===== src/hdl/mtep_pkg.sv =====
// ----------------------------------------------------------------------------
// mtep_pkg
// Shared types and codes for the MIDI track event parser.
// ----------------------------------------------------------------------------
package mtep_pkg;

	localparam logic [15:0] EVENT_LIMIT_RESET = 16'd8192;

	// event kinds
	localparam logic [2:0] KIND_NOTE_OFF   = 3'd0;
	localparam logic [2:0] KIND_NOTE_ON    = 3'd1;
	localparam logic [2:0] KIND_PROGRAM    = 3'd2;
	localparam logic [2:0] KIND_CONTROLLER = 3'd3;
	localparam logic [2:0] KIND_TEMPO      = 3'd4;
	localparam logic [2:0] KIND_END        = 3'd5;

	// end causes
	localparam logic [1:0] CAUSE_END_OF_TRACK = 2'd0;
	localparam logic [1:0] CAUSE_BAD_TAG      = 2'd1;
	localparam logic [1:0] CAUSE_NO_STATUS    = 2'd2;
	localparam logic [1:0] CAUSE_LIMIT        = 2'd3;

	typedef struct packed {
		logic [7:0] data_byte;
		logic       start_of_file;
		logic       last_byte;
	} item_t;

	typedef struct packed {
		logic [2:0]  event_kind;
		logic [3:0]  channel;
		logic [23:0] first_param;
		logic [7:0]  second_param;
		logic [31:0] tick;
		logic [1:0]  end_cause;
		logic        last_of_run;
	} result_t;

endpackage


===== src/hdl/mtep_parse_core.sv =====
// ----------------------------------------------------------------------------
// mtep_parse_core
// Parse state registers and the per-byte next-state and result logic.
// ----------------------------------------------------------------------------
module mtep_parse_core (
	input  logic                clk,
	input  logic                arst_n,
	input  mtep_pkg::item_t     item,
	input  logic                fire,
	input  logic [15:0]         event_limit,
	output mtep_pkg::result_t   res0,
	output mtep_pkg::result_t   res1,
	output logic [1:0]          res_count
);

	localparam logic [3:0] PH_HEADER = 4'd0;
	localparam logic [3:0] PH_DELTA  = 4'd1;
	localparam logic [3:0] PH_STATUS = 4'd2;
	localparam logic [3:0] PH_DATA1  = 4'd3;
	localparam logic [3:0] PH_DATA2  = 4'd4;
	localparam logic [3:0] PH_PROG   = 4'd5;
	localparam logic [3:0] PH_MTYPE  = 4'd6;
	localparam logic [3:0] PH_MLEN   = 4'd7;
	localparam logic [3:0] PH_TEMPO  = 4'd8;
	localparam logic [3:0] PH_SKIP   = 4'd9;

	localparam logic [3:0] ST_NOTE_OFF = 4'h8;
	localparam logic [3:0] ST_NOTE_ON  = 4'h9;
	localparam logic [3:0] ST_CTRL     = 4'hB;
	localparam logic [3:0] ST_PROG     = 4'hC;
	localparam logic [7:0] ST_META     = 8'hFF;
	localparam logic [7:0] META_TEMPO  = 8'h51;
	localparam logic [7:0] META_EOT    = 8'h2F;
	localparam logic [4:0] HDR_LAST    = 5'd21;

	logic [4:0]  pos_q;
	logic [3:0]  phase_q;
	logic [7:0]  rs_q;
	logic [27:0] delta_q;
	logic [31:0] tick_q;
	logic [7:0]  held_q;
	logic [7:0]  meta_q;
	logic [27:0] skip_q;
	logic [23:0] tempo_q;
	logic [15:0] count_q;
	logic        fin_q;

	logic [4:0]  cur_pos, nxt_pos;
	logic [3:0]  cur_phase, nxt_phase, eff_phase;
	logic [7:0]  cur_rs, nxt_rs;
	logic [27:0] cur_delta, nxt_delta;
	logic [31:0] cur_tick, nxt_tick;
	logic [7:0]  cur_held, nxt_held;
	logic [7:0]  cur_meta, nxt_meta;
	logic [27:0] cur_skip, nxt_skip, eff_skip;
	logic [23:0] cur_tempo, nxt_tempo;
	logic [15:0] cur_count, nxt_count;
	logic        cur_fin, nxt_fin;

	logic [7:0]  b;
	logic [27:0] vlq;
	logic [23:0] tempo_sh;
	logic [4:0]  pos_inc;
	logic        ev_valid;
	logic [2:0]  ev_kind;
	logic [3:0]  ev_channel;
	logic [23:0] ev_first;
	logic [7:0]  ev_second;
	logic        end_valid;
	logic [1:0]  end_cause;
	mtep_pkg::result_t ev_res, end_res;

	// phase that a status byte leads to
	function automatic logic [3:0] status_phase(input logic [7:0] s);
		logic [3:0] p;
		if (s[7:4] == ST_NOTE_OFF || s[7:4] == ST_NOTE_ON || s[7:4] == ST_CTRL)
			p = PH_DATA1;
		else if (s[7:4] == ST_PROG)
			p = PH_PROG;
		else if (s == ST_META)
			p = PH_MTYPE;
		else
			p = PH_SKIP;
		return p;
	endfunction

	function automatic logic [7:0] tag_byte(input logic [1:0] i);
		logic [7:0] t;
		unique case (i)
			2'd0: t = 8'h4D;
			2'd1: t = 8'h54;
			2'd2: t = 8'h68;
			default: t = 8'h64;
		endcase
		return t;
	endfunction

	assign b = item.data_byte;

	always_comb begin
		if (item.start_of_file) begin
			cur_pos   = '0;
			cur_phase = PH_HEADER;
			cur_rs    = '0;
			cur_delta = '0;
			cur_tick  = '0;
			cur_held  = '0;
			cur_meta  = '0;
			cur_skip  = '0;
			cur_tempo = '0;
			cur_count = '0;
			cur_fin   = 1'b0;
		end else begin
			cur_pos   = pos_q;
			cur_phase = phase_q;
			cur_rs    = rs_q;
			cur_delta = delta_q;
			cur_tick  = tick_q;
			cur_held  = held_q;
			cur_meta  = meta_q;
			cur_skip  = skip_q;
			cur_tempo = tempo_q;
			cur_count = count_q;
			cur_fin   = fin_q;
		end
	end

	// a data byte where a status is due reuses the running status
	always_comb begin
		eff_phase = cur_phase;
		eff_skip  = cur_skip;
		if (cur_phase == PH_STATUS && !b[7] && cur_rs != 8'd0) begin
			eff_phase = status_phase(cur_rs);
			if (eff_phase == PH_SKIP)
				eff_skip = 28'd2;
		end
	end

	assign vlq      = {cur_skip[20:0], b[6:0]};
	assign tempo_sh = {cur_tempo[15:0], b};
	assign pos_inc  = cur_pos + 5'd1;

	always_comb begin
		nxt_pos    = cur_pos;
		nxt_phase  = cur_phase;
		nxt_rs     = cur_rs;
		nxt_delta  = cur_delta;
		nxt_tick   = cur_tick;
		nxt_held   = cur_held;
		nxt_meta   = cur_meta;
		nxt_skip   = cur_skip;
		nxt_tempo  = cur_tempo;
		nxt_count  = cur_count;
		nxt_fin    = cur_fin;
		ev_valid   = 1'b0;
		ev_kind    = mtep_pkg::KIND_NOTE_OFF;
		ev_channel = '0;
		ev_first   = '0;
		ev_second  = '0;
		end_valid  = 1'b0;
		end_cause  = mtep_pkg::CAUSE_END_OF_TRACK;
		if (!cur_fin) begin
			unique case (eff_phase)
				PH_HEADER: begin
					if (cur_pos < 5'd4 && b != tag_byte(cur_pos[1:0])) begin
						end_valid = 1'b1;
						end_cause = mtep_pkg::CAUSE_BAD_TAG;
					end else if (cur_pos >= HDR_LAST) begin
						nxt_phase = PH_DELTA;
					end else begin
						nxt_pos = pos_inc;
					end
				end
				PH_DELTA: begin
					if (!b[7]) begin
						nxt_tick  = cur_tick + {4'd0, cur_delta[20:0], b[6:0]};
						nxt_delta = '0;
						nxt_phase = PH_STATUS;
					end else begin
						nxt_delta = {cur_delta[20:0], b[6:0]};
					end
				end
				PH_STATUS: begin
					if (b[7]) begin
						nxt_rs    = b;
						nxt_phase = status_phase(b);
						if (status_phase(b) == PH_SKIP)
							nxt_skip = 28'd2;
					end else begin
						end_valid = 1'b1;
						end_cause = mtep_pkg::CAUSE_NO_STATUS;
					end
				end
				PH_DATA1: begin
					nxt_held  = b;
					nxt_phase = PH_DATA2;
				end
				PH_DATA2: begin
					ev_valid   = 1'b1;
					ev_channel = cur_rs[3:0];
					ev_first   = {16'd0, cur_held};
					ev_second  = b;
					if (cur_rs[7:4] == ST_CTRL)
						ev_kind = mtep_pkg::KIND_CONTROLLER;
					else if (cur_rs[7:4] == ST_NOTE_OFF || b == 8'd0)
						ev_kind = mtep_pkg::KIND_NOTE_OFF;
					else
						ev_kind = mtep_pkg::KIND_NOTE_ON;
				end
				PH_PROG: begin
					ev_valid   = 1'b1;
					ev_kind    = mtep_pkg::KIND_PROGRAM;
					ev_channel = cur_rs[3:0];
					ev_first   = {16'd0, b};
				end
				PH_MTYPE: begin
					nxt_meta  = b;
					nxt_skip  = '0;
					nxt_phase = PH_MLEN;
				end
				PH_MLEN: begin
					nxt_skip = vlq;
					if (!b[7]) begin
						if (cur_meta == META_TEMPO && vlq == 28'd3) begin
							nxt_tempo = '0;
							nxt_pos   = '0;
							nxt_phase = PH_TEMPO;
						end else if (cur_meta == META_EOT) begin
							end_valid = 1'b1;
							end_cause = mtep_pkg::CAUSE_END_OF_TRACK;
						end else if (vlq == 28'd0) begin
							nxt_phase = PH_DELTA;
						end else begin
							nxt_phase = PH_SKIP;
						end
					end
				end
				PH_TEMPO: begin
					nxt_tempo = tempo_sh;
					nxt_pos   = pos_inc;
					if (pos_inc >= 5'd3) begin
						ev_valid = 1'b1;
						ev_kind  = mtep_pkg::KIND_TEMPO;
						ev_first = tempo_sh;
					end
				end
				PH_SKIP: begin
					nxt_skip = (eff_skip != 28'd0) ? eff_skip - 28'd1 : eff_skip;
					nxt_phase = PH_SKIP;
					if (eff_skip <= 28'd1)
						nxt_phase = PH_DELTA;
				end
				default: begin
					nxt_phase = PH_DELTA;
				end
			endcase
			if (ev_valid) begin
				nxt_count = cur_count + 16'd1;
				nxt_phase = PH_DELTA;
				if (cur_count + 16'd1 >= event_limit) begin
					end_valid = 1'b1;
					end_cause = mtep_pkg::CAUSE_LIMIT;
				end
			end
			// input ran out before the track closed
			if (item.last_byte && !end_valid) begin
				end_valid = 1'b1;
				end_cause = mtep_pkg::CAUSE_LIMIT;
			end
			if (end_valid)
				nxt_fin = 1'b1;
		end
	end

	always_comb begin
		ev_res.event_kind   = ev_kind;
		ev_res.channel      = ev_channel;
		ev_res.first_param  = ev_first;
		ev_res.second_param = ev_second;
		ev_res.tick         = nxt_tick;
		ev_res.end_cause    = mtep_pkg::CAUSE_END_OF_TRACK;
		ev_res.last_of_run  = !end_valid;
		end_res.event_kind   = mtep_pkg::KIND_END;
		end_res.channel      = '0;
		end_res.first_param  = '0;
		end_res.second_param = '0;
		end_res.tick         = nxt_tick;
		end_res.end_cause    = end_cause;
		end_res.last_of_run  = 1'b1;
		res0      = ev_valid ? ev_res : end_res;
		res1      = end_res;
		res_count = {1'b0, ev_valid} + {1'b0, end_valid};
	end

	always_ff @(posedge clk or negedge arst_n) begin
		if (!arst_n) begin
			pos_q   <= '0;
			phase_q <= PH_HEADER;
			rs_q    <= '0;
			delta_q <= '0;
			tick_q  <= '0;
			held_q  <= '0;
			meta_q  <= '0;
			skip_q  <= '0;
			tempo_q <= '0;
			count_q <= '0;
			fin_q   <= 1'b0;
		end else if (fire) begin
			pos_q   <= nxt_pos;
			phase_q <= nxt_phase;
			rs_q    <= nxt_rs;
			delta_q <= nxt_delta;
			tick_q  <= nxt_tick;
			held_q  <= nxt_held;
			meta_q  <= nxt_meta;
			skip_q  <= nxt_skip;
			tempo_q <= nxt_tempo;
			count_q <= nxt_count;
			fin_q   <= nxt_fin;
		end
	end

endmodule


===== src/hdl/mtep_out_queue.sv =====
// ----------------------------------------------------------------------------
// mtep_out_queue
// Two-slot result queue between the parse core and the output stream.
// ----------------------------------------------------------------------------
module mtep_out_queue (
	input  logic               clk,
	input  logic               arst_n,
	input  logic               push,
	input  logic [1:0]         push_count,
	input  mtep_pkg::result_t  res0,
	input  mtep_pkg::result_t  res1,
	input  logic               pop_ready,
	output logic               head_valid,
	output mtep_pkg::result_t  head,
	output logic [1:0]         room
);

	logic [1:0]        cnt_q;
	mtep_pkg::result_t slot_a_q, slot_b_q;
	logic              pop;
	logic [1:0]        rem;
	logic [1:0]        add;
	mtep_pkg::result_t rem_a;

	assign head_valid = cnt_q != 2'd0;
	assign head       = slot_a_q;
	assign pop        = head_valid && pop_ready;
	assign rem        = cnt_q - {1'b0, pop};
	assign room       = 2'd2 - rem;
	assign add        = push ? push_count : 2'd0;
	assign rem_a      = pop ? slot_b_q : slot_a_q;

	always_ff @(posedge clk or negedge arst_n) begin
		if (!arst_n)
			cnt_q <= '0;
		else
			cnt_q <= rem + add;
	end

	// pack survivors first, then the new results
	always_ff @(posedge clk) begin
		if (rem == 2'd0) begin
			slot_a_q <= res0;
			slot_b_q <= res1;
		end else if (rem == 2'd1) begin
			slot_a_q <= rem_a;
			slot_b_q <= res0;
		end
	end

endmodule


===== src/hdl/midi_track_event_parser_unit.sv =====
// ----------------------------------------------------------------------------
// midi_track_event_parser_unit
// Byte-serial Standard MIDI File track parser with stream ports.
// ----------------------------------------------------------------------------
// One file byte is taken per clock while the output queue has room for its
// results. A byte goes into an input register, is decoded against the parse
// state in one pass, and its results land in a two-slot output queue when it
// leaves the input register; m_tdata shows the queue head. A byte gives at
// most two results (an event followed by the end event). While m_tready stays
// high the queue drains one beat per cycle and bytes stream at one per clock
// with no gap. The input register holds its byte only while the queue has no
// room for that byte's results, so output back-pressure reaches s_tready in
// the same cycle. cfg_data sets the event limit (reset 8192) and is taken at
// any cycle; write it only while idle.
module midi_track_event_parser_unit (
	input  logic        clk,
	input  logic        arst_n,
	input  logic        s_tvalid,
	output logic        s_tready,
	input  logic [7:0]  s_tdata,   // [7:0] data_byte
	input  logic        s_tuser,   // [0] start_of_file
	input  logic        s_tlast,   // last_byte
	output logic        m_tvalid,
	input  logic        m_tready,
	output logic [71:0] m_tdata,   // [3:0] channel, [27:4] first_param,
	                               // [35:28] second_param, [67:36] tick,
	                               // [69:68] end_cause, [71:70] zero
	output logic [2:0]  m_tuser,   // [2:0] event_kind
	output logic        m_tlast,   // last_of_run
	input  logic        cfg_valid,
	output logic        cfg_ready,
	input  logic [15:0] cfg_data
);

	logic              valid_s1;
	mtep_pkg::item_t   item_s1;
	logic [15:0]       limit_q;
	logic              fire;
	mtep_pkg::result_t res0, res1, head;
	logic [1:0]        res_count;
	logic [1:0]        room;

	assign cfg_ready = 1'b1;

	always_ff @(posedge clk or negedge arst_n) begin
		if (!arst_n)
			limit_q <= mtep_pkg::EVENT_LIMIT_RESET;
		else if (cfg_valid)
			limit_q <= cfg_data;
	end

	// advance the input register when its byte is consumed
	assign fire     = valid_s1 && (res_count <= room);
	assign s_tready = !valid_s1 || fire;

	always_ff @(posedge clk or negedge arst_n) begin
		if (!arst_n)
			valid_s1 <= 1'b0;
		else if (s_tready)
			valid_s1 <= s_tvalid;
	end

	always_ff @(posedge clk) begin
		if (s_tvalid && s_tready) begin
			item_s1.data_byte     <= s_tdata;
			item_s1.start_of_file <= s_tuser;
			item_s1.last_byte     <= s_tlast;
		end
	end

	mtep_parse_core u_core (
		.clk         (clk),
		.arst_n      (arst_n),
		.item        (item_s1),
		.fire        (fire),
		.event_limit (limit_q),
		.res0        (res0),
		.res1        (res1),
		.res_count   (res_count)
	);

	mtep_out_queue u_queue (
		.clk        (clk),
		.arst_n     (arst_n),
		.push       (fire),
		.push_count (res_count),
		.res0       (res0),
		.res1       (res1),
		.pop_ready  (m_tready),
		.head_valid (m_tvalid),
		.head       (head),
		.room       (room)
	);

	assign m_tdata = {2'b00, head.end_cause, head.tick, head.second_param,
		head.first_param, head.channel};
	assign m_tuser = head.event_kind;
	assign m_tlast = head.last_of_run;

endmodule

===== config.mk =====
export PLATFORM = sky130hd
export DESIGN_NAME = midi_track_event_parser_unit
export DESIGN_NICKNAME = d
export VERILOG_FILES = /design/src/hdl/mtep_pkg.sv /design/src/hdl/mtep_parse_core.sv /design/src/hdl/mtep_out_queue.sv /design/src/hdl/midi_track_event_parser_unit.sv
export SDC_FILE = /design/constraint.sdc
export NUM_CORES = 1
export LEC_CHECK = 0
export BUFFER_PORTS_ARGS = -buffer_cell sky130_fd_sc_hd__buf_4
export CAP_MARGIN = 15
export CORE_ASPECT_RATIO = 1.75
export CORE_MARGIN = 3
export CORE_UTILIZATION = 45
export CTS_CLUSTER_DIAMETER = 50
export DETAILED_ROUTE_END_ITERATION = 8
export PLACE_DENSITY = 0.6
export SLEW_MARGIN = 25
export SYNTH_ARGS = -nofsm -noshare
export SYNTH_HDL_FRONTEND = slang
export SYNTH_SLANG_ARGS = --single-unit
export TNS_END_PERCENT = 100

===== constraint.sdc =====
create_clock -name clk -period 8 [get_ports clk]
set_clock_uncertainty 0.2 [all_clocks]
set_input_delay 1.6 -clock clk [delete_from_list [all_inputs] [get_ports clk]]
set_output_delay 1.6 -clock clk [all_outputs]
set_load 0.02 [all_outputs]

# ---- After elaboration in Yosys (flattened, before gate mapping)
# Cells that the tools add are included.
dict set report op_classes {
  n_addsub 8
  n_lt_le_gt_ge 6
  n_eq_ne 29
  muxes 113
  reduce_logical 31
}
# operator n
set op_table {}
lappend op_table {{$mux W28} 11}
lappend op_table {{$mux W74} 4}
lappend op_table {{$mux W24} 6}
lappend op_table {{$mux W32} 4}
lappend op_table {{$mux W8} 14}
lappend op_table {{$pmux W28 S4} 1}
lappend op_table {{$mux W4} 25}
lappend op_table {{$pmux W24 S3} 1}
lappend op_table {{$mux W35} 2}
lappend op_table {{$eq A4 B4 Y1 const B} 12}
lappend op_table {{$mux W16} 3}
lappend op_table {{$pmux W24 S2} 1}
lappend op_table {{$add A32 B28 Y32} 1}
lappend op_table {{$pmux W4 S8} 1}
lappend op_table {{$mux W5} 6}
lappend op_table {{$eq A28 B2 Y1 const B} 1}
lappend op_table {{$le A28 B1 Y1 const B} 1}
lappend op_table {{$logic_not A28 Y1} 1}
lappend op_table {{$reduce_bool A28 Y1} 1}
lappend op_table {{$sub A28 B1 Y28 const B} 1}
lappend op_table {{$mux W1} 19}
lappend op_table {{$pmux W6 S3} 1}
lappend op_table {{$add A16 B1 Y16 const B} 1}
lappend op_table {{$eq A4 B3 Y1 const B} 4}
lappend op_table {{other kinds (36)} 65}
dict set report word_totals {
  reg_bits 339
  in_bits 31
  output_inout_bits 79
}

# ---- Longest topological paths before layout
# Gate-level depths: netlist of run 1.
dict set report depth {
  word_depth 27
  mapped_depth 33
}

# ---- Hierarchy
# From an unflattened synthesis of run 1, not the netlist that was laid out.
dict set report hier_totals {
  cells_unflattened 1820
  area_unflattened_um2 19481.2
}
# module n_inst cells_per_inst area_per_inst_um2 seq_area_each_um2
set by_module_without_submodules {}
lappend by_module_without_submodules {mtep_parse_core 1 1426 11877.6 3678.5}
lappend by_module_without_submodules {mtep_out_queue 1 333 6518.8 4494.3}
lappend by_module_without_submodules {midi_track_event_parser_unit 1 61 1084.8 726.9}

# ---- Least setup slack after synthesis of run 1
# OpenSTA, ideal clock, no wires.
dict set report synth_timing {
  kind {reg2out}
  from {register item_s1[1] (netlist name)}
  to {output s_tready}
  arrival_ns 5.492
  required_ns 6.200
  setup_slack_ns 0.708
  path_stages_with_launch 27
  path_cell_list {edfxtp_1 buf_2 buf_2 clkbuf_1 clkbuf_1 clkbuf_1 buf_1 clkbuf_1 nor2b_1 ha_1 nand3_1 or2_2 xnor2_1 ha_1 and3_1 a2111oi_0 o21ai_0 a2111o_1 a21oi_1 or2_1 a21oi_1 ha_1 ha_1 nor2b_1 o21ai_0 inv_1 nand2_1}
}
dict set report synth_between {
  elab_chain_len 22
  word_cells_on_any_way 68
  cone_classes {3 x add/sub; 4 x order compare; 17 x eq/ne; 30 x mux; 14 x reduce/logical}
}
# item line_no
set synth_lines {}
lappend synth_lines {{start, declared} midi_track_event_parser_unit.sv:36} ;# mtep_pkg::item_t item_s1;
lappend synth_lines {{parallel branches: the longest is 18 deep, another holds $add A16 B1 Y16} n/a}
lappend synth_lines {{$add A1 B1 Y2 *} mtep_parse_core.sv:292} ;# res_count = {1'b0, ev_valid} + {1'b0, end_valid};
lappend synth_lines {{$le A2 B2 Y1 *} midi_track_event_parser_unit.sv:53} ;# assign fire = valid_s1 && (res_count <= room);
lappend synth_lines {{$logic_and A1 B1 Y1 *} midi_track_event_parser_unit.sv:53}
lappend synth_lines {{$logic_or A1 B1 Y1 *} midi_track_event_parser_unit.sv:54} ;# assign s_tready = !valid_s1 || fire;
lappend synth_lines {{end, declared} midi_track_event_parser_unit.sv:19} ;# output logic s_tready,
# Every way passes the cells marked *. The select of a mux whose other input is x is not followed.

# ---- Worst setup path in the final report of run 1
# Same ends and word-level chain as after synthesis.

==> results of run 1 <==
-- final cells by class --
| type | count | share of cell area |
|---|---|---|
| multi-input cells | 1378 | 0.435 |
| flip-flops and latches | 324 | 0.415 |
| repair buffers | 140 | 0.0515 |
| clock buffers | 48 | 0.0482 |
| well taps | 490 | 0.0299 |
| inverters | 68 | 0.0125 |
| clock inverters | 14 | 0.00813 |
-- worst min path at each step --
stage	startpoint	to	slack, ps	cells after the start
global placement	u_core.tick_q[12]	u_core.tick_q[12]	250	2
finish	u_queue.slot_b_q[69]	u_queue.slot_b_q[69]	270	2
global route	u_core.tick_q[9]	u_core.tick_q[9]	300	2
floorplan	u_core.tick_q[12]	u_core.tick_q[12]	240	2
CTS	u_queue.slot_b_q[68]	u_queue.slot_b_q[68]	270	2
detailed placement	u_queue.slot_b_q[0]	u_queue.slot_b_q[0]	260	2
-- cell usage in the layout (no fill, tap or decap), types with 19 or more instances in the layout --
master | Yosys | final
nand2_1 | 189 | 187
dfrtp_1 | 165 | 165
nor2_1 | 155 | 151
buf_4 | 4 | 139
o21ai_0 | 123 | 121
edfxtp_1 | 118 | 118
a21oi_1 | 109 | 109
a22o_1 | 90 | 90
nor2b_1 | 77 | 77
inv_1 | 66 | 65
ha_1 | 62 | 61
nand3_1 | 40 | 40
dfxtp_1 | 40 | 40
clkbuf_16 | 0 | 36
a21o_1 | 32 | 32
nor3_1 | 33 | 32
xnor2_1 | 29 | 29
a31oi_1 | 26 | 26
a22oi_1 | 22 | 22
nand2b_1 | 21 | 21
nand4_1 | 19 | 19
o211ai_1 | 19 | 19
o31ai_1 | 19 | 19
-- through the flow --
step | setup slack (ps) | utilization | cells | hold slack, ps | area, um2
after floorplan | 708 | - | 1884 | 238 | 18100
after global placement | 1020 | 0.490 | 2400 | 254 | 19300
after detailed placement | 789 | 0.490 | 2400 | 261 | 19300
after CTS | 355 | 0.519 | 2462 | 271 | 20500
after global routing | 68.8 | 0.520 | 2462 | 295 | 20500
final | 522 | 0.520 | 2462 | 272 | 20500
-- state kept, by name (all words and copies together) (netlist names), 10 cells and up --
register and count:
u_core.tempo_q 16, u_core.delta_q 21, u_queue.head 74, u_core.tick_q 32
item_s1 10, u_core.skip_q 28, u_core.count_q 16, u_queue.slot_b_q 74
limit_q 16
-- cell families after synthesis --
kind of cell | count (synthesis) | share of synthesized area
adders and majority gates | 63 | 0.0441
buffers and inverters | 182 | 0.0400
and+or+nand+nor | 635 | 0.175
DFF | 324 | 0.471
xor gates and xnor gates | 43 | 0.0209
AOI/OAI and AO/OA | 617 | 0.239
muxes | 17 | 0.0102
other | 2 | 0.000416
-- timing repair --
| action | CTS | global route |
|---|---|---|
| resized for setup | 0 | 2 |
| endpoints found under the hold margin | 0 | 0 |
| setup endpoints to repair | 0 | 1 |
-- worst reg2reg max path: cells and delay by family (launching register included) --
family / cells / cell delay, ps
adders and majority gates: 4 / 1080
DFF: 1 / 550
xor gates and xnor gates: 1 / 190
and+or+nand+nor: 10 / 3000
AOI/OAI and AO/OA: 8 / 1830
-- synthesized netlist by cell type (8+ instances only) --
library cell	instances
o22ai_1	18
nand2_1	189
nand4_1	19
o211ai_1	19
a221oi_1	9
nor2b_1	77
nor4_1	18
edfxtp_1	118
buf_2	14
a211o_1	10
or3_1	10
xor2_1	14
o21ai_0	123
and2_1	14
a22o_1	90
clkbuf_1	83
ha_1	62
dfrtp_1	165
and4_1	8
o21ai_1	16
a211oi_1	18
a21o_1	32
o31a_1	9
a31oi_1	26
o21a_1	10
o31ai_1	19
nand3_1	40
a22oi_1	22
and3_1	11
nor3_1	33
inv_1	66
buf_1	12
nor2_1	155
a21oi_1	109
dfxtp_1	40
a221o_1	11
xnor2_1	29
nand2b_1	21
mux2_2	11
-- report_power, final --
part / switching, W / internal (W) / total [W]
logic: 0.00277 / 0.00111 / 0.00389
registers: 0.000270 / 0.00239 / 0.00266
clock network: 0.000705 / 0.000942 / 0.00165
-- layer usage --
layer	part of all wire	track usage
met1	0.37	0.295
met2	0.53	0.481
met3	0.043	0.0322
met4	0.054	0.131
met5	0	0
==> reports/metrics.yaml, run 1 <==
outcome:
  status: "finished, final reports clean"
timing:
  setup-violations-final: 0
  max_slew.worst_pin.slew_ps: 1030
  rsz0062_at_grt: "false"
  tns_ps: 0
  finalCriticalPeriod_ps: 7480
  max_freq_mhz: 134
  final_hold_viol_count: 0
  maxSlewHeadroom: 0.309
  finalCritPeriodShare: 0.935
  final_max_slew_viol_count: 0
layout:
  seqCellArea_um2: 8500
  syn_to_final_growth_pct: 13.4
  antenna_cells: 0
  fill_cells: 3620
  drive_gt1_frac: 0.124
  multiInputGateArea_um2: 8900
  nets: 2040
synthesis:
  synth_cell_types: 95
  yosysTopAreaCell: "dfrtp_1"
  synth-seq-area-share: 0.471
  synthTopCellsByArea: "dfrtp_1 23%, edfxtp_1 20%, dfxtp_1 4.4%"
  synth_edf_count: 118
  synth_cells: 1883
  netlist_area_um2: 18100
  yosysWarningCount: 0
  synth-async-reset-ratio: 0.512
  ys_seq_elements: 324
  synth_top_area_frac: 0.229
  ys.flop_type: "dfrtp_1"
  avgSynthCellArea_um2: 9.59
global_routing:
  grt_max_degree: 75
  grt_pass1_vias: 15400
  grt_pass1_wl_mm: 88.2
  grt-ovfl-total: 0
  grtUsageTotal: 0.263
  antenna_found_initial: 0
setup_path:
  critical_path_buf_inv_count: 2
  required_ps: 6200
  slowest_delay_ps: 550
  critical-path-top-delay-family: "compound AO/OA/AOI/OAI gates"
  crit_start: "item_s1[1]"
  r2r_slack_ps: 1070
  path_cells: "nor2b_1, ha_1, nand3_1, or2_2, xnor2_1, ha_1, and3_1, a2111oi_0, o21ai_0, a2111o_1, a21oi_1, or2_1, a21oi_1, ha_1, ha_1, nor2b_1, o21ai_1, inv_1, nand2_1, buf_4"
  worstSetupEndpointType: "output pin"
  worst-path-stages: 20
  worst_path_most_repeated_cell: "ha_1"
  r2r_cells: 23
  worstPathMaxFanout: 12
  cpMaxStageDelayCell: "edfxtp_1"
  crit_arrival_ps: 5680
  startpoint_type: "flip-flop"
  worstSetupEndpoint: "s_tready"
  r2r-start: "item_s1[1]"
  timing.rr.end: "u_core.skip_q[17]"
  crit_type: "reg -> out"
clocking:
  root_buffer: "clkbuf_16"
  cts_tree: "yes"
  cts_buffers: 34
  cts_num_sinks: 324
  clock_latency_ps: 540
  h-tree-depth: 2
  post_cts_buffers: 0
  clk_pin_slew_ps: 60
  cts.path.max_buffers: 3
  cts_hold_buf: 0
power_and_ir_drop:
  p_leak_nw: 8.35
  p_total_w: 0.00819
  peakVddDrop_mv: 0.361
  power_density_nw_per_um2: 400
routing:
  vias: 15300
  postRouteWirelength_mm: 56.8
  drtIter0Drc: 939
  drc: 0
  ant_nets: 0
  drt_pass1_iterations: 5
  via_per_inst: 6.23
  routedWlPerCell_um: 23.1
floorplanning:
  die_area_um2: 42700
  io_pins: 110
  core_area_um2: 39400
  fp.dieH_um: 271
  rows: 96
  start_util: 0.458
  die_x_um: 157
placement:
  port_buffers: 106
  globalplace.congestion: 0.939
  dp_hpwl_mm: 40.0
flow_run:
  cap_violations: 0
min_path:
  hp-class: "reg -> reg"
Power figures use the tool's default switching activity.
==> run 2: changes to the inputs <==
CORE_UTILIZATION = 60   (was 45)
PLACE_DENSITY = 0.77   (was 0.6)
==> run 2 against run 1 <==
Effect of this change: hold slack improved by 1.3 ps; highest routed layer unchanged; sequential power hardly changed; largest power group unchanged; via count grew 1.5%; largest cell class unchanged; total power is 3.0% lower.
==> reports/metrics.yaml, run 2 (synthesis results as in run 1) <==
outcome:
  status: "finished, final reports clean"
global_routing:
  grt_pass1_wl_mm: 84.8
  grt_pass1_vias: 15600
  grtUsageTotal: 0.335
  grt-ovfl-total: 0
  antenna_found_initial: 0
  grt_max_degree: 104
setup_path:
  startpoint_type: "flip-flop"
  required_ps: 6200
  worstPathMaxFanout: 13
  slowest_delay_ps: 590
  worst_path_most_repeated_cell: "ha_1"
  crit_arrival_ps: 5720
  cpMaxStageDelayCell: "edfxtp_1"
  critical_path_buf_inv_count: 2
  worstSetupEndpointType: "output pin"
  path_cells: "nor2b_1, ha_1, nand3_1, nor3_1, nand3_1, nor2_1, xnor2_1, ha_1, o21ai_0, a21oi_1, a2111o_1, a21oi_1, or2_1, a21oi_1, ha_1, ha_1, nor2b_1, o21ai_0, inv_1, nand2_1, buf_4"
  critical-path-top-delay-family: "simple AND/OR/NAND/NOR gates"
  crit_type: "reg -> out"
placement:
  globalplace.congestion: 1.03
  dp_hpwl_mm: 37.7
  placed_area_um2: 19200
  port_buffers: 106
routing:
  drt_pass1_iterations: 8
  vias: 15600
  top_layer_used: "met4"
  wl_met1_mm: 19.5
  postRouteWirelength_mm: 54.6
  ant_nets: 0
  via_per_inst: 6.63
  dr_wl_met3_mm: 2.98
  met2WireLength_mm: 28.5
  drc: 0
  drtIter0Drc: 1161
  routedWlPerCell_um: 23.2
layout:
  final_common_cell: "nand2_1"
  nets: 2037
  final_cell_mix: "187 x nand2_1, 165 x dfrtp_1, 153 x nor2_1"
  design_area_um2: 20100
  syn_to_final_growth_pct: 11.5
  drive_gt1_frac: 0.119
  antenna_cells: 0
  fill_cells: 2354
  multiInputGateArea_um2: 8880
  seqCellArea_um2: 8500
timing:
  finalCritPeriodShare: 0.940
  final_hold_viol_count: 0
  finalCriticalPeriod_ps: 7520
  maxSlewHeadroom: 0.339
  tns_ps: 0
  final_max_slew_viol_count: 0
  setup-violations-final: 0
  max_freq_mhz: 133
  max_slew.worst_pin.slew_ps: 984
  rsz0062_at_grt: "false"
floorplanning:
  start_util: 0.612
  core_area_um2: 29500
  io_pins: 110
  die_area_um2: 32300
  die_x_um: 137
  rows: 83
  fp.dieH_um: 236
clocking:
  cts_num_sinks: 324
  clk_pin_slew_ps: 70
  clock_latency_ps: 580
  h-tree-depth: 1
  cts_buffers: 30
  post_cts_buffers: 0
  cts.path.max_buffers: 3
  cts_resized: 0
  root_buffer: "clkbuf_16"
  cts_hold_buf: 0
  cts_tree: "yes"
flow_run:
  cap_violations: 0
power_and_ir_drop:
  p_leak_nw: 8.26
  p_clk_frac: 0.173
  seqPwrFrac: 0.336
  p_switching_w: 0.00371
  p_total_w: 0.00795
  p_int_w: 0.00424
  pwr-share-comb: 0.490
  peakVddDrop_mv: 0.376
  netSwitchingFraction: 0.467
  power_density_nw_per_um2: 395
min_path:
  hp-class: "reg -> reg"
==> run 2: cell types whose count changed in the layout (fill, tap and decap cells not counted), sizes merged <==
| cell | change |
|---|---|
| inv | -3 |
| clkinvlp | +1 |
| clkbuf | -5 |
| buf | +1 |
| bufinv | -2 |
| clkinv | +3 |
==> run 2: final timing paths <==
kind	from	to	slack, ps	cells past startpoint
hold / removal	u_queue.slot_b_q[35]	u_queue.slot_b_q[35]	270	2
setup / recovery	item_s1[1]	s_tready	480	21
max in group asynchronous	arst_n	u_core.delta_q[14]	5460	3
setup reg to reg	item_s1[1]	u_core.skip_q[17]	1230	24
min in group asynchronous	arst_n	u_core.tick_q[22]	700	1
hold reg to reg	u_queue.slot_b_q[35]	u_queue.slot_b_q[35]	270	2
==> run 2: final cells by class <==
class	count	share of cell area
flip-flops and latches	324	0.422
well taps	382	0.0237
clock inverters	13	0.00435
clock buffers	43	0.0417
repair buffers	141	0.0545
multi-input cells	1378	0.441
inverters	68	0.0127
==> run 2: power groups by stage <==
stage / clock, W / sequential, W / combinational [W]
after floorplan: 0 / 0.00287 / 0.00223
after global placement: 0 / 0.00269 / 0.00376
after detailed placement: 0 / 0.00270 / 0.00382
after CTS: 0.00139 / 0.00267 / 0.00384
after global routing: 0.00145 / 0.00271 / 0.00418
final: 0.00138 / 0.00267 / 0.00390
==> run 2: worst register-to-register path: cells and delay by family, from the launching register on <==
family / cells / cell delay [ps]
AOI/OAI and AO/OA: 8 / 1450
adders and majority gates: 4 / 1070
xor gates and xnor gates: 1 / 160
and+or+nand+nor: 11 / 3270
DFF: 1 / 590
==> run 2: metrics by stage <==
stage | util | hold WS [ps] | std cells | worst slack [ps]
floorplan | - | 238 | 1884 | 708
global placement | 0.650 | 248 | 2291 | 1200
detailed placement | 0.650 | 254 | 2291 | 1130
CTS | 0.681 | 271 | 2347 | 483
global route | 0.683 | 298 | 2349 | 24.1
finish | 0.683 | 274 | 2349 | 480
==> run 2: routing by layer <==
| layer | GRT usage | up-vias |
|---|---|---|
| met5 | 0 | - |
| met4 | 0.208 | 0 |
| met3 | 0.0396 | 228 |
| met2 | 0.597 | 653 |
| met1 | 0.371 | 7584 |
| li1 | - | 7106 |
==> run 3: changes to the inputs <==
CTS_BUF_LIST = sky130_fd_sc_hd__clkbuf_8 sky130_fd_sc_hd__clkbuf_16   (was unset)
SYNTH_HIERARCHICAL = 1   (was unset)
==> run 3 against run 2 <==
Effect of this change: combinational power decreased by 15%; sequential power up 3%; fmax grew 0.26%; clock power is 22% higher; critical path depth decreased by 3; die area increased by 7.6%; sequential cell count stayed put; synthesized cell count shrank 3.3%; register-to-register slack worse by 110 ps; setup slack better by 20 ps; via count down 6.0%; critical path type unchanged; largest cell class unchanged; largest power group unchanged.
==> reports/metrics.yaml, run 3 <==
power_and_ir_drop:
  power_density_nw_per_um2: 363
  peakVddDrop_mv: 0.325
  p_total_w: 0.00775
  p_leak_nw: 9.22
clocking:
  cts.path.max_buffers: 3
  clock_latency_ps: 530
  cts_hold_buf: 0
  clk_pin_slew_ps: 60
  h-tree-depth: 2
  cts_tree: "yes"
  root_buffer: "clkbuf_16"
  post_cts_buffers: 0
  cts_resized: 0
  cts_num_sinks: 324
  cts_buffers: 34
setup_path:
  worstPathMaxFanout: 7
  path_cells: "nor2b_1, ha_1, nand3_1, nor4_1, nand3_1, or3_1, a21oi_1, ha_1, a21o_1, a21oi_1, o21ai_0, o21ai_0, a31oi_1, ha_1, ha_1, nor2b_1, o211ai_2, buf_4"
  worstSetupEndpointType: "output pin"
  crit_type: "reg -> out"
  cpMaxStageDelayCell: "nor4_1"
  required_ps: 6200
  slowest_delay_ps: 550
  worst_path_most_repeated_cell: "ha_1"
  crit_start: "item_s1[1]"
  r2r-start: "item_s1[1]"
  worst-path-stages: 18
  critical-path-top-delay-family: "simple AND/OR/NAND/NOR gates"
  crit_arrival_ps: 5700
  critical_path_buf_inv_count: 1
  startpoint_type: "flip-flop"
  r2r_cells: 25
global_routing:
  grt_max_degree: 69
  grt_pass1_wl_mm: 78.1
  grtUsageTotal: 0.278
  antenna_found_initial: 1
  grt-ovfl-total: 0
  grt_pass1_vias: 14700
timing:
  max_freq_mhz: 133
  max_slew.worst_pin.slew_ps: 958
  holdWs_ps: 276
  maxSlewHeadroom: 0.352
  finalCritPeriodShare: 0.938
  tns_ps: 0
  final_hold_viol_count: 0
  final_max_slew_viol_count: 0
  setup-violations-final: 0
  finalCriticalPeriod_ps: 7500
  rsz0062_at_grt: "false"
routing:
  wl_met1_mm: 18.5
  routedWlPerCell_um: 21.3
  dr_wl_met3_mm: 2.40
  top_layer_used: "met4"
  drtIter0Drc: 1175
  met2WireLength_mm: 25.2
  postRouteWirelength_mm: 48.6
  via_per_inst: 6.42
  vias: 14600
  ant_nets: 0
  drt_pass1_iterations: 6
  drc: 0
floorplanning:
  io_pins: 110
  die_x_um: 142
  die_area_um2: 34800
  rows: 86
  start_util: 0.614
  core_area_um2: 31700
  fp.dieH_um: 244
synthesis:
  synth_cells: 1820
  synth_cell_types: 93
  netlist_area_um2: 19500
  synth_compound_area_frac: 0.172
  synth_top_family_by_area: "compound AO/OA/AOI/OAI gates"
  synth-seq-area-share: 0.457
  synth_edf_count: 158
  synthMostInstantiatedCell: "dfrtp_1"
  yosysTopAreaCell: "edfxtp_1"
  ys.flop_type: "dfrtp_1"
  synth_xor_area_frac: 0.0224
  synth-simple-area-share: 0.132
  synth.area.mux_share: 0.112
  synthAdderAreaFrac: 0.0402
  synthTopCellsByArea: "edfxtp_1 24%, dfrtp_1 21%, mux2_2 7.8%"
  ys_top_cells_by_count: "165 x dfrtp_1, 158 x edfxtp_1, 135 x mux2_2, 132 x nand2_1, 98 x nor2_1"
  synth-async-reset-ratio: 0.512
  yosysWarningCount: 6
  synth_top_area_frac: 0.244
  ys_seq_elements: 324
  avgSynthCellArea_um2: 10.7
layout:
  nets: 1952
  fill_cells: 2405
  final_cell_mix: "165 x dfrtp_1, 158 x edfxtp_1, 135 x mux2_2, 135 x buf_4, 131 x nand2_1"
  syn_to_final_growth_pct: 9.54
  utilization: 0.672
  final_common_cell: "dfrtp_1"
  antenna_cells: 0
  design_area_um2: 21300
  drive_gt1_frac: 0.211
placement:
  dp_hpwl_mm: 33.6
  placed_area_um2: 20100
  port_buffers: 106
  globalplace.congestion: 0.976
min_path:
  hp-class: "reg -> reg"
  hold_depth: 2
  hp-start: "u_core/tick_q[22]"
outcome:
  status: "finished, final reports clean"
flow_run:
  cap_violations: 0
## run 3: cell types whose count changed in the layout (fill, tap and decap cells not counted), sizes merged, moves of 12 or more
cell    delta
a21oi     -36
dfxtp     -40
a22o      -24
edfxtp    +40
nand2     -55
nor3      -12
and3      +18
o21ai     -38
mux2     +164
nor2      -55
o22ai     -12
conb      +40
## run 3: final timing paths
path | to | slack [ps]
min in group asynchronous | limit_q[1] | 840
max reg2reg | u_core/skip_q[19] | 1120
max | s_tready | 500
min reg2reg | u_core/tick_q[22] | 280
min | u_core/tick_q[22] | 280
max in group asynchronous | u_core/tick_q[31] | 5500
## run 3: through the flow
step | instances | setup slack, ps
2_1_floorplan | 1859 | 745
3_3_place_gp | 2219 | 1490
3_5_place_dp | 2219 | 1100
4_1_cts | 2279 | 501
5_1_grt | 2279 | 47.2
6_report | 2279 | 499
## run 3: power breakdown
part | switching [W] | total [W] | internal [W] | leakage (nW)
clock | 0.000666 | 0.00168 | 0.00101 | 0.590
sequential | 0.000191 | 0.00275 | 0.00256 | 3.80
combinational | 0.00211 | 0.00331 | 0.00121 | 4.83
total | 0.00296 | 0.00775 | 0.00478 | 9.22
## run 3: final cells by class
cell class	instances	area [um2]	area share
clock buffer	37	903	0.0423
clock inverter	23	282	0.0132
inverter	50	188	0.00880
multi-input combinational	1312	9540	0.447
sequential	324	8900	0.417
tap	396	495	0.0232
timing repair buffer	137	1040	0.0485
## run 3: worst min-delay path, stage by stage (launching register included)
cell and delay (ps):
dfrtp_1 340, nand2_1 40, o21ai_0 60
## run 3: cell families after synthesis
kind of cell	count (synthesis)
compound gates	475
xor+xnor	49
fa+ha+maj	62
buf+inv	223
flops	324
mux	182
other cells	4
simple gates	501
## run 3: layer usage
metal	GRT usage	vias up
met5	0	-
met4	0.137	0
met3	0.0335	172
met2	0.489	576
met1	0.332	7125
li1	-	6765
